## src/sv/pdd_pkg.sv

```systemverilog
package pdd_pkg;

  localparam int PosWidth   = 24;
  localparam int InchWidth  = 13;
  localparam int GainWidth  = 16;
  localparam int TickWidth  = 21;
  localparam int ErrWidth   = 25;
  localparam int DerivWidth = 26;
  localparam int SumWidth   = 32;
  localparam int DriveWidth = 8;

  localparam int PowerLimit       = 100;
  localparam int StopBand         = 2;
  localparam int IntegralZone     = 10;
  // 180 * 3.14 / 4.125 ticks per inch, unsigned Q.8
  localparam int TicksPerInchQ8   = 35077;

  typedef enum logic [1:0] {
    REG_TARGET_INCHES = 2'd0,
    REG_GAIN_P        = 2'd1,
    REG_GAIN_I        = 2'd2,
    REG_GAIN_D        = 2'd3
  } pdd_reg_t;

  typedef struct packed {
    logic signed [ErrWidth-1:0]   err;
    logic signed [DerivWidth-1:0] deriv;
    logic signed [SumWidth-1:0]   isum;
    logic                         on_target;
  } pdd_step_t;

endpackage

```

## src/sv/pdd_front.sv

```systemverilog
module pdd_front
  import pdd_pkg::*;
(
  input  logic                        clk,
  input  logic                        rst,
  input  logic                        s_tvalid,
  output logic                        s_tready,
  input  logic [PosWidth-1:0]         s_tdata,
  input  logic                        s_tuser,
  input  logic signed [TickWidth-1:0] target_ticks,
  output logic                        step_valid,
  input  logic                        step_ready,
  output pdd_step_t                   step
);

  logic                       in_valid;
  logic [PosWidth-1:0]        in_pos;
  logic                       in_start;
  logic                       in_ready;

  logic signed [SumWidth-1:0] error_sum;
  logic signed [ErrWidth-1:0] previous_error;

  logic signed [ErrWidth-1:0]   err;
  logic [ErrWidth-1:0]          err_mag;
  logic                         on_tgt;
  logic                         in_zone;
  logic signed [SumWidth-1:0]   sum_base;
  logic signed [ErrWidth-1:0]   prev_base;
  logic signed [SumWidth:0]     sum_add;
  logic signed [SumWidth-1:0]   error_sum_next;
  logic signed [DerivWidth-1:0] deriv;
  logic                         advance;

  assign in_ready = !in_valid || !step_valid || step_ready;
  assign s_tready = in_ready;
  assign advance  = in_valid && in_ready;

  always_comb begin
    err = {{(ErrWidth-TickWidth){target_ticks[TickWidth-1]}}, target_ticks}
        - {{(ErrWidth-PosWidth){in_pos[PosWidth-1]}}, in_pos};
    err_mag = err[ErrWidth-1] ? ErrWidth'(-err) : ErrWidth'(err);
    on_tgt  = err_mag <= ErrWidth'(StopBand);
    in_zone = err_mag < ErrWidth'(IntegralZone);
    // a move start clears the integral and zeroes the first derivative
    sum_base  = in_start ? '0 : error_sum;
    prev_base = in_start ? err : previous_error;
    sum_add = {sum_base[SumWidth-1], sum_base}
            + {{(SumWidth+1-ErrWidth){err[ErrWidth-1]}}, err};
    if (on_tgt || !in_zone) begin
      error_sum_next = sum_base;
    end else if (sum_add[SumWidth] != sum_add[SumWidth-1]) begin
      error_sum_next = sum_add[SumWidth] ? {1'b1, {(SumWidth-1){1'b0}}}
                                         : {1'b0, {(SumWidth-1){1'b1}}};
    end else begin
      error_sum_next = sum_add[SumWidth-1:0];
    end
    deriv = {err[ErrWidth-1], err} - {prev_base[ErrWidth-1], prev_base};
  end

  always_ff @(posedge clk) begin
    if (rst) begin
      in_valid       <= 1'b0;
      step_valid     <= 1'b0;
      error_sum      <= '0;
      previous_error <= '0;
    end else begin
      if (in_ready) begin
        in_valid <= s_tvalid;
      end
      if (!step_valid || step_ready) begin
        step_valid <= advance;
      end
      if (advance) begin
        error_sum      <= error_sum_next;
        previous_error <= err;
      end
    end
    if (s_tvalid && in_ready) begin
      in_pos   <= s_tdata;
      in_start <= s_tuser;
    end
    if (advance) begin
      step.err       <= err;
      step.deriv     <= deriv;
      step.isum      <= error_sum_next;
      step.on_target <= on_tgt;
    end
  end

endmodule

```

## src/sv/pdd_mac.sv

```systemverilog
module pdd_mac
  import pdd_pkg::*;
(
  input  logic                         clk,
  input  logic                         rst,
  input  logic                         step_valid,
  output logic                         step_ready,
  input  pdd_step_t                    step,
  input  logic signed [GainWidth-1:0]  gain_p,
  input  logic signed [GainWidth-1:0]  gain_i,
  input  logic signed [GainWidth-1:0]  gain_d,
  output logic                         m_tvalid,
  input  logic                         m_tready,
  output logic [DriveWidth-1:0]        m_tdata,
  output logic                         m_tuser
);

  localparam int PWidth   = ErrWidth + GainWidth;
  localparam int IWidth   = SumWidth + GainWidth;
  localparam int DWidth   = DerivWidth + GainWidth;
  localparam int AccWidth = IWidth + 2;
  localparam int QWidth   = AccWidth - 8;

  logic                     prod_valid;
  logic                     prod_ready;
  logic signed [PWidth-1:0] prod_p;
  logic signed [IWidth-1:0] prod_i;
  logic signed [DWidth-1:0] prod_d;
  logic                     prod_on;
  logic                     out_ready;

  logic signed [AccWidth-1:0] acc;
  logic signed [QWidth-1:0]   quo;
  logic signed [DriveWidth-1:0] drive;

  assign out_ready  = !m_tvalid || m_tready;
  assign prod_ready = !prod_valid || out_ready;
  assign step_ready = prod_ready;

  always_comb begin
    acc = AccWidth'(prod_p) + AccWidth'(prod_i) + AccWidth'(prod_d);
    // divide by 256 rounding toward zero
    quo = acc[AccWidth-1:8];
    if (acc[AccWidth-1] && (acc[7:0] != 8'd0)) begin
      quo = quo + QWidth'(1);
    end
    if (prod_on) begin
      drive = '0;
    end else if (quo > QWidth'(PowerLimit)) begin
      drive = DriveWidth'(PowerLimit);
    end else if (quo < -QWidth'(PowerLimit)) begin
      drive = -DriveWidth'(PowerLimit);
    end else begin
      drive = quo[DriveWidth-1:0];
    end
  end

  always_ff @(posedge clk) begin
    if (rst) begin
      prod_valid <= 1'b0;
      m_tvalid   <= 1'b0;
    end else begin
      if (prod_ready) begin
        prod_valid <= step_valid;
      end
      if (out_ready) begin
        m_tvalid <= prod_valid;
      end
    end
    if (step_valid && prod_ready) begin
      prod_p  <= step.err * gain_p;
      prod_i  <= step.isum * gain_i;
      prod_d  <= step.deriv * gain_d;
      prod_on <= step.on_target;
    end
    if (prod_valid && out_ready) begin
      m_tdata <= drive;
      m_tuser <= prod_on;
    end
  end

endmodule

```

## src/sv/pid_distance_drive.sv

```systemverilog
// PID distance controller with an integral zone. Each input item is one
// encoder position sample (ticks, signed) with a move-start flag; each item
// yields exactly one result: a drive level clamped to +-100 and an on-target
// flag (error within 2 ticks, drive 0). A new item is taken every clock while
// the output is not held off; the path to the result runs through the input
// register, error and integral update, three parallel gain multiplies, then
// sum, truncation and clamp into the output register. The target in inches
// is converted to ticks in the cycle after it is written, so write registers
// while the stream is quiet.
module pid_distance_drive
  import pdd_pkg::*;
(
  input  logic                 clk,
  input  logic                 rst,
  input  logic                 cfg_we,
  input  logic [1:0]           cfg_index,
  input  logic [GainWidth-1:0] cfg_data,
  input  logic                 s_tvalid,
  output logic                 s_tready,
  input  logic [PosWidth-1:0]  s_tdata,   // [23:0] measured_position
  input  logic                 s_tuser,   // [0] move_start
  output logic                 m_tvalid,
  input  logic                 m_tready,
  output logic [DriveWidth-1:0] m_tdata,  // [7:0] drive_level
  output logic                 m_tuser    // [0] on_target
);

  localparam int ProdWidth = InchWidth + 16;

  logic signed [InchWidth-1:0] target_inches;
  logic signed [GainWidth-1:0] gain_p;
  logic signed [GainWidth-1:0] gain_i;
  logic signed [GainWidth-1:0] gain_d;
  logic signed [TickWidth-1:0] target_ticks;

  logic [InchWidth-1:0]   inch_mag;
  logic [ProdWidth-1:0]   tick_prod;
  logic [TickWidth-1:0]   tick_mag;
  logic signed [TickWidth-1:0] target_ticks_next;

  logic      step_valid;
  logic      step_ready;
  pdd_step_t step;

  always_comb begin
    inch_mag = target_inches[InchWidth-1] ? InchWidth'(-target_inches)
                                          : InchWidth'(target_inches);
    tick_prod = ProdWidth'(inch_mag) * ProdWidth'(TicksPerInchQ8);
    tick_mag  = tick_prod[ProdWidth-1:8];
    target_ticks_next = target_inches[InchWidth-1] ? -$signed(tick_mag)
                                                   : $signed(tick_mag);
  end

  always_ff @(posedge clk) begin
    if (rst) begin
      target_inches <= '0;
      gain_p        <= '0;
      gain_i        <= '0;
      gain_d        <= '0;
      target_ticks  <= '0;
    end else begin
      target_ticks <= target_ticks_next;
      if (cfg_we) begin
        case (pdd_reg_t'(cfg_index))
          REG_TARGET_INCHES: target_inches <= cfg_data[InchWidth-1:0];
          REG_GAIN_P:        gain_p <= cfg_data;
          REG_GAIN_I:        gain_i <= cfg_data;
          REG_GAIN_D:        gain_d <= cfg_data;
          default: ;
        endcase
      end
    end
  end

  pdd_front u_front (
    .clk          (clk),
    .rst          (rst),
    .s_tvalid     (s_tvalid),
    .s_tready     (s_tready),
    .s_tdata      (s_tdata),
    .s_tuser      (s_tuser),
    .target_ticks (target_ticks),
    .step_valid   (step_valid),
    .step_ready   (step_ready),
    .step         (step)
  );

  pdd_mac u_mac (
    .clk        (clk),
    .rst        (rst),
    .step_valid (step_valid),
    .step_ready (step_ready),
    .step       (step),
    .gain_p     (gain_p),
    .gain_i     (gain_i),
    .gain_d     (gain_d),
    .m_tvalid   (m_tvalid),
    .m_tready   (m_tready),
    .m_tdata    (m_tdata),
    .m_tuser    (m_tuser)
  );

endmodule

```

## config.mk

```make
export PLATFORM = sky130hd
export DESIGN_NAME = pid_distance_drive
export DESIGN_NICKNAME = d
export VERILOG_FILES = /design/src/sv/pdd_pkg.sv /design/src/sv/pdd_front.sv /design/src/sv/pdd_mac.sv /design/src/sv/pid_distance_drive.sv
export SDC_FILE = /design/constraint.sdc
export NUM_CORES = 2
export LEC_CHECK = 0
export BUFFER_PORTS_ARGS = -buffer_cell sky130_fd_sc_hd__buf_2
export CAP_MARGIN = 10
export CORE_MARGIN = 2
export CORE_UTILIZATION = 40
export CTS_BUF_LIST = sky130_fd_sc_hd__clkbuf_8
export CTS_CLUSTER_SIZE = 25
export DETAILED_ROUTE_END_ITERATION = 16
export MAX_ROUTING_LAYER = met4
export PLACE_DENSITY = 0.62
export SYNTH_ARGS = -nofsm -noshare
export SYNTH_HDL_FRONTEND = slang
export SYNTH_SLANG_ARGS = --single-unit
```

## constraint.sdc

```tcl
create_clock -name clk -period 18.04 [get_ports clk]
set_input_delay 1.804 -clock clk [delete_from_list [all_inputs] [get_ports clk]]
set_output_delay 1.804 -clock clk [all_outputs]
set_load 0.05 [all_outputs]
```

### Word-level counts from Yosys, hierarchy flattened

Cells that the tools add are included.

* order comparisons: 4
* equality and inequality tests: 4
* multipliers: 4
* muxes and demuxes: 11
* reductions and logical operators: 24
* $add $sub $neg: 9

Operators by type and width (count)
* 2-to-1 mux 32 bit: 4
* adder 49 x 42 -> 50 bit: 1
* 2-to-1 mux 25 bit: 2
* adder 41 x 48 -> 49 bit: 1
* multiplier 32 x 16 -> 48 bit: 1
* adder 42 x 2 -> 42 bit, second input constant: 1
* > comparator 42 x 8 -> 1 bit, second input constant: 1
* < comparator 42 x 8 -> 1 bit, second input constant: 1
* multiplier 26 x 16 -> 42 bit: 1
* 2-to-1 mux 42 bit: 1
* multiplier 25 x 16 -> 41 bit: 1
* adder 32 x 25 -> 33 bit: 1
* multiplier 13 x 16 -> 29 bit, second input constant: 1
* subtractor 25 x 25 -> 26 bit: 1
* <= comparator 25 x 2 -> 1 bit, second input constant: 1
* < comparator 25 x 4 -> 1 bit, second input constant: 1
* negation 25 bit: 1
* subtractor 21 x 24 -> 25 bit: 1
* 2-to-1 mux 21 bit: 1
* negation 21 bit: 1
* 2-to-1 mux 13 bit: 1
* negation 13 bit: 1
* 2-to-1 mux 8 bit: 1
* AND reduction 2 bit: 4
* other kinds (11): 25

* flip-flop bits (word level): 393
* output and inout bits: 11
* logic and storage cells: 81
* bits of input ports: 48

### Longest topological paths before layout

* depth in word-level cells: 8
* gate-level depth with buffers: 30
* depth with buffers taken out: 29

### Hierarchy

A second synthesis with hierarchy kept.

* cells, all modules: 8176
* area, all modules: 74261.2 µm²

By module, submodules not included
* pdd_mac: cells each 6140, seq. area each 4274.1 µm², area each 56570.5 µm², times used 1
* pdd_front: cells each 1339, seq. area each 4454.3 µm², area each 12045.3 µm², times used 1
* pid_distance_drive: cells each 697, seq. area each 1641.6 µm², area each 5645.4 µm², times used 1

### Worst setup path after synthesis

OpenSTA, ideal clock, no wires.

* path type: input port to flip-flop
* start point: in m_tready
* end point: reg u_mac.prod_d[0] (enable)
* stages on the path: 2
* arrival: 11432 ps
* slack: 5783 ps
* setup time: 825 ps
* required time: 17215 ps
* buffers on the path: 0
* path through: nor2b_1 -> a21boi_0

* longest elaborated chain between the ends: 3

Ends and longest elaborated chain
* from (decl): RTL line pid_distance_drive.sv:23 `input logic m_tready,`
* logical OR 1 bit: RTL line pdd_mac.sv:36 `assign out_ready = !m_tvalid || m_tready;`
* logical OR 1 bit: RTL line pdd_mac.sv:37 `assign prod_ready = !prod_valid || out_ready;`
* logical AND 1 bit: RTL line pdd_mac.sv:70 `if (step_valid && prod_ready) begin`
* to (signal assigned): RTL line pdd_mac.sv:73 `prod_d <= step.deriv * gain_d;`
* to (decl): RTL line pdd_mac.sv:28 `logic signed [DWidth-1:0] prod_d;`

Every way passes these cells.
A chain may end at the register's enable or synchronous reset.

### Final worst setup path

* start point: reg gain_d[4]
* end point: reg u_mac.prod_d[38] (data pin)

* longest elaborated chain between the ends: 1

Ends and longest elaborated chain
* from (decl): RTL line pid_distance_drive.sv:33 `logic signed [GainWidth-1:0] gain_d;`
* from (signal assigned): RTL line pid_distance_drive.sv:68 `REG_GAIN_D: gain_d <= cfg_data;`
* multiplier 26 x 16 -> 42 bit: RTL line pdd_mac.sv:73

Every way passes these cells.

==> impl_results.md <==
- Status: finished, final reports clean
- Syn. warnings: 0
- Post-route ant nets: 0
- Sequential share of the synthesized area: 14.35%
- Met2 WL post-DR: 94400 µm
- CTS tree: built
- Setup WS pre-CTS: 9746 ps
- Clock power frac: 18.1%
- Area of the multi-input gates: 0.05503 mm²
- DRT Pass-1 Iters: 6
- Syn Nets: 9815
- GR Overflow Total: 0
- Worst-Margin Slew: 1233 ps
- Compound-cell area share of the yosys netlist: 9.049%
- Async SR Flop Fraction: 0%
- Arr. time, crit path: 8820 ps
- Tcrit/Tclk final: 46.10%
- Area contributors post-synth: fa_1 37%, edfxtp_1 10%, ha_1 9.0%, inv_1 7.7%, nand2_1 6.1%
- WL per Instance: 19.86 µm
- RSZ-0062 raised after global routing: no
- Sink Count: 393
- Cells after DPL: 10070
- CTS Root Cell: clkbuf_8
- Power per standard cell area: 69.17 mW/mm²
- Worst Clk Skew: 71.67 ps
- Area added between synthesis and finish: 5.892%
- Pin count of the biggest net entering global routing: 81
- Top layer in use: met4
- Post-Syn Area per Cell: 9.141 µm²
- Metal3 WL: 14800 µm
- First-pass GRT wire length: 324300 µm
- # Post-CTS Setup Buffers: 0
- Vias: 53930
- Core Box Area: 0.1790 mm²
- Register Area: 0.01037 mm²
- Critical Path Source Type: flop
- Initial core utilization: 40.36%
- Mux cell area share after synthesis: 0.7811%
- WL met1: 87620 µm
- CP required: 18540 ps
- Setup ws final: 9723 ps
- Post-Synthesis Cells: 7903
- PostCTS Resize Cnt: 0
- Setup CP Type: reg -> reg
- Count of final hold-check violations: 0
- Final Max Tran Viols: 0
- Slew headroom: 17.69%
- Switching power total: 2.588 mW
- Die W: 429.0 µm
- Number of buffers added on ports: 58
- Post-CTS Hold Buffers: 0
- DIE AREA: 0.1840 mm²
- Final setup fails: 0
- Layout cells sized above 1: 4.048%
- Placer congestion estimate: 0.9549
- Final Power: 5.292 mW
- Synth top area share: 37.30%
- Final wirelength: 203100 µm
- Die Ht: 429.0 µm
- # nets final: 9706
- Vias per inst: 5.275
- All-layer global routing usage: 23.13%
- Post-route cell area: 0.07650 mm²
- Synth unique cells: 99
- # fillers: 17480
- Pleak: 33.08 nW
- Area share of fa/ha/maj cells after synthesis: 46.27%
- Clock Path Buffers: 3
- Post-layout minimum cycle time: 8317 ps
- Worst ir drop on vdd: 0.09056 mV
- Clock Latency Late Sink: 780 ps
- Final Core Density: 42.74%
- Largest family of logic cells by synthesized area: adder cells
- Switch share: 48.90%
- Comb power frac: 58.3%
- Int Pwr: 2.704 mW
- Clock transition at path regs: 70 ps
- Primary FF master, synth: edfxtp_1
- Worst min-delay path category: reg -> reg
- H-tree Lvls: 3
- Post-synthesis simple-gate area fraction: 16.27%
- Setup crit end kind: flop
- Vias in the first global route: 57220
- Reg power frac: 23.6%
- Drt initial violations: 3726
- Synth Register Bits: 393
- Dominant cell type by area after synthesis: fa_1
- Fmax: 120.2 MHz
- Worst Path Max Fanout: 27
- Floorplan row count: 155
- HPWL Detailed: 162500 µm
- Max_cap viols: 0
- I/O pin cnt: 59
- Area after DPL: 0.07484 mm²
- Cts bufs inserted: 75
- DRC viols: 0
- Hold WS: 443.6 ps
- Post-synth EDFFs: 250
- Synthesized area: 0.07224 mm²
- Setup_tns: 0 ps
- Initial antenna violation count: 13
- Xor/xnor share of the synthesized area: 3.781%
- Non-filler cells, final: 10220
-- logic make-up after synthesis --
family / count (synthesis)
buffers and inverters: 1816
adder cells (fa/ha/maj): 1864
XOR/XNOR: 311
flip-flops: 393
multiplexers: 54
AO/OA/AOI/OAI: 1013
AND/OR/NAND/NOR: 2452
-- sequential cells by signal, summed over array words and instances (netlist names) --
name                    count
gain_d                     16
u_mac.m_tvalid              1
u_front.step_valid          1
u_mac.m_tdata               8
u_mac.prod_p               41
gain_i                     16
u_front.in_start            1
u_mac.prod_i               48
u_front.step               84
gain_p                     16
target_ticks               21
u_mac.m_tuser               1
u_front.previous_error     25
u_front.in_valid            1
u_front.error_sum          32
u_mac.prod_valid            1
target_inches              13
u_front.in_pos             24
u_mac.prod_d               42
u_mac.prod_on               1
-- metal layers --
| layer | up-vias | track usage, % |
|---|---|---|
| met5 | - | - |
| met2 | 1729 | 36.83 |
| met1 | 27300 | 29.81 |
| met3 | 280 | 4.351 |
| li1 | 24630 | - |
| met4 | 0 | 7.334 |
-- worst paths after layout --
| kind | startpoint | endpoint | slack [ps] | depth (start not counted) |
|---|---|---|---|---|
| setup / recovery | gain_d[4]$_SDFFE_PP0P_ | u_mac.prod_d[38]$_DFFE_PP_ | 9720 | 27 |
| hold / removal | u_front.error_sum[28]$_SDFFE_PP0P_ | u_front.error_sum[28]$_SDFFE_PP0P_ | 440 | 2 |
| setup reg to reg | gain_d[4]$_SDFFE_PP0P_ | u_mac.prod_d[38]$_DFFE_PP_ | 9720 | 27 |
| hold reg to reg | u_front.error_sum[28]$_SDFFE_PP0P_ | u_front.error_sum[28]$_SDFFE_PP0P_ | 440 | 2 |
-- synth_stat cells, types with 98 or more instances --
master and instances:
nand2_1 1169, ha_1 518, edfxtp_1 250, nand2b_1 113, xor2_1 98, a21o_1 112, dfxtp_1 143, fa_1 1346
and2_1 460, nor2_1 243, clkbuf_1 305, inv_1 1490, o21ai_0 175, xnor2_1 212, a21oi_1 335
-- worst max-delay path, cell delays in order, from the launching register on --
cell and delay (ps):
dfxtp_1 1080, nand2_1 190, fa_1 580, inv_1 50, fa_1 480, inv_1 60, fa_1 480, fa_1 540
inv_1 50, fa_1 480, inv_1 50, fa_1 490, inv_1 50, ha_1 340, nand3_1 100, nand2_1 50
a41oi_1 190, a211o_1 270, o221ai_1 240, o2111a_1 310, o41a_1 350, a21o_1 210, a41oi_1 310, a21oi_1 190
and4_1 270, or3_1 350, a21oi_1 190, xnor2_1 90
-- power groups by stage --
| stage | Sequential (mW) | Combinational, mW | Clock (mW) |
|---|---|---|---|
| 4_1_cts | 1.25 | 3.06 | 0.981 |
| 6_report | 1.25 | 3.09 | 0.956 |
| 3_3_place_gp | 1.26 | 3.00 | 0 |
| 5_1_grt | 1.26 | 3.42 | 1.02 |
| 3_5_place_dp | 1.26 | 3.04 | 0 |
| 2_1_floorplan | 1.16 | 2.13 | 0 |
-- layout make-up --
class,instances,area share [%]
clock inverters,56,0.6035
flip-flops and latches,393,13.56
clock buffers,83,1.493
inverters,1492,7.324
diodes,13,0.04252
repair buffers,138,1.194
multi-input cells,5694,71.94
well taps,2355,3.852
-- placed cells by master (no fill, tap or decap), types with 25 or more instances in the layout --
cell type and instances:
a21o_1 112, nand2_1 1169, edfxtp_1 250, buf_2 57, or3_1 25, inv_1 1508, nand2b_1 113, o21ai_0 175
clkbuf_8 83, fa_1 1346, nand3_1 85, a21oi_1 335, nor3_1 90, nor2_1 242, ha_1 518, o21a_1 43
xor2_1 98, nand4_1 41, dfxtp_1 143, nor2b_1 62, xnor2_1 212, and3_1 44, a31oi_1 36, and2_1 460
mux2i_1 35, a211oi_1 39, o21bai_1 34, buf_4 80
No activity file was read; power rests on OpenSTA's default activity.
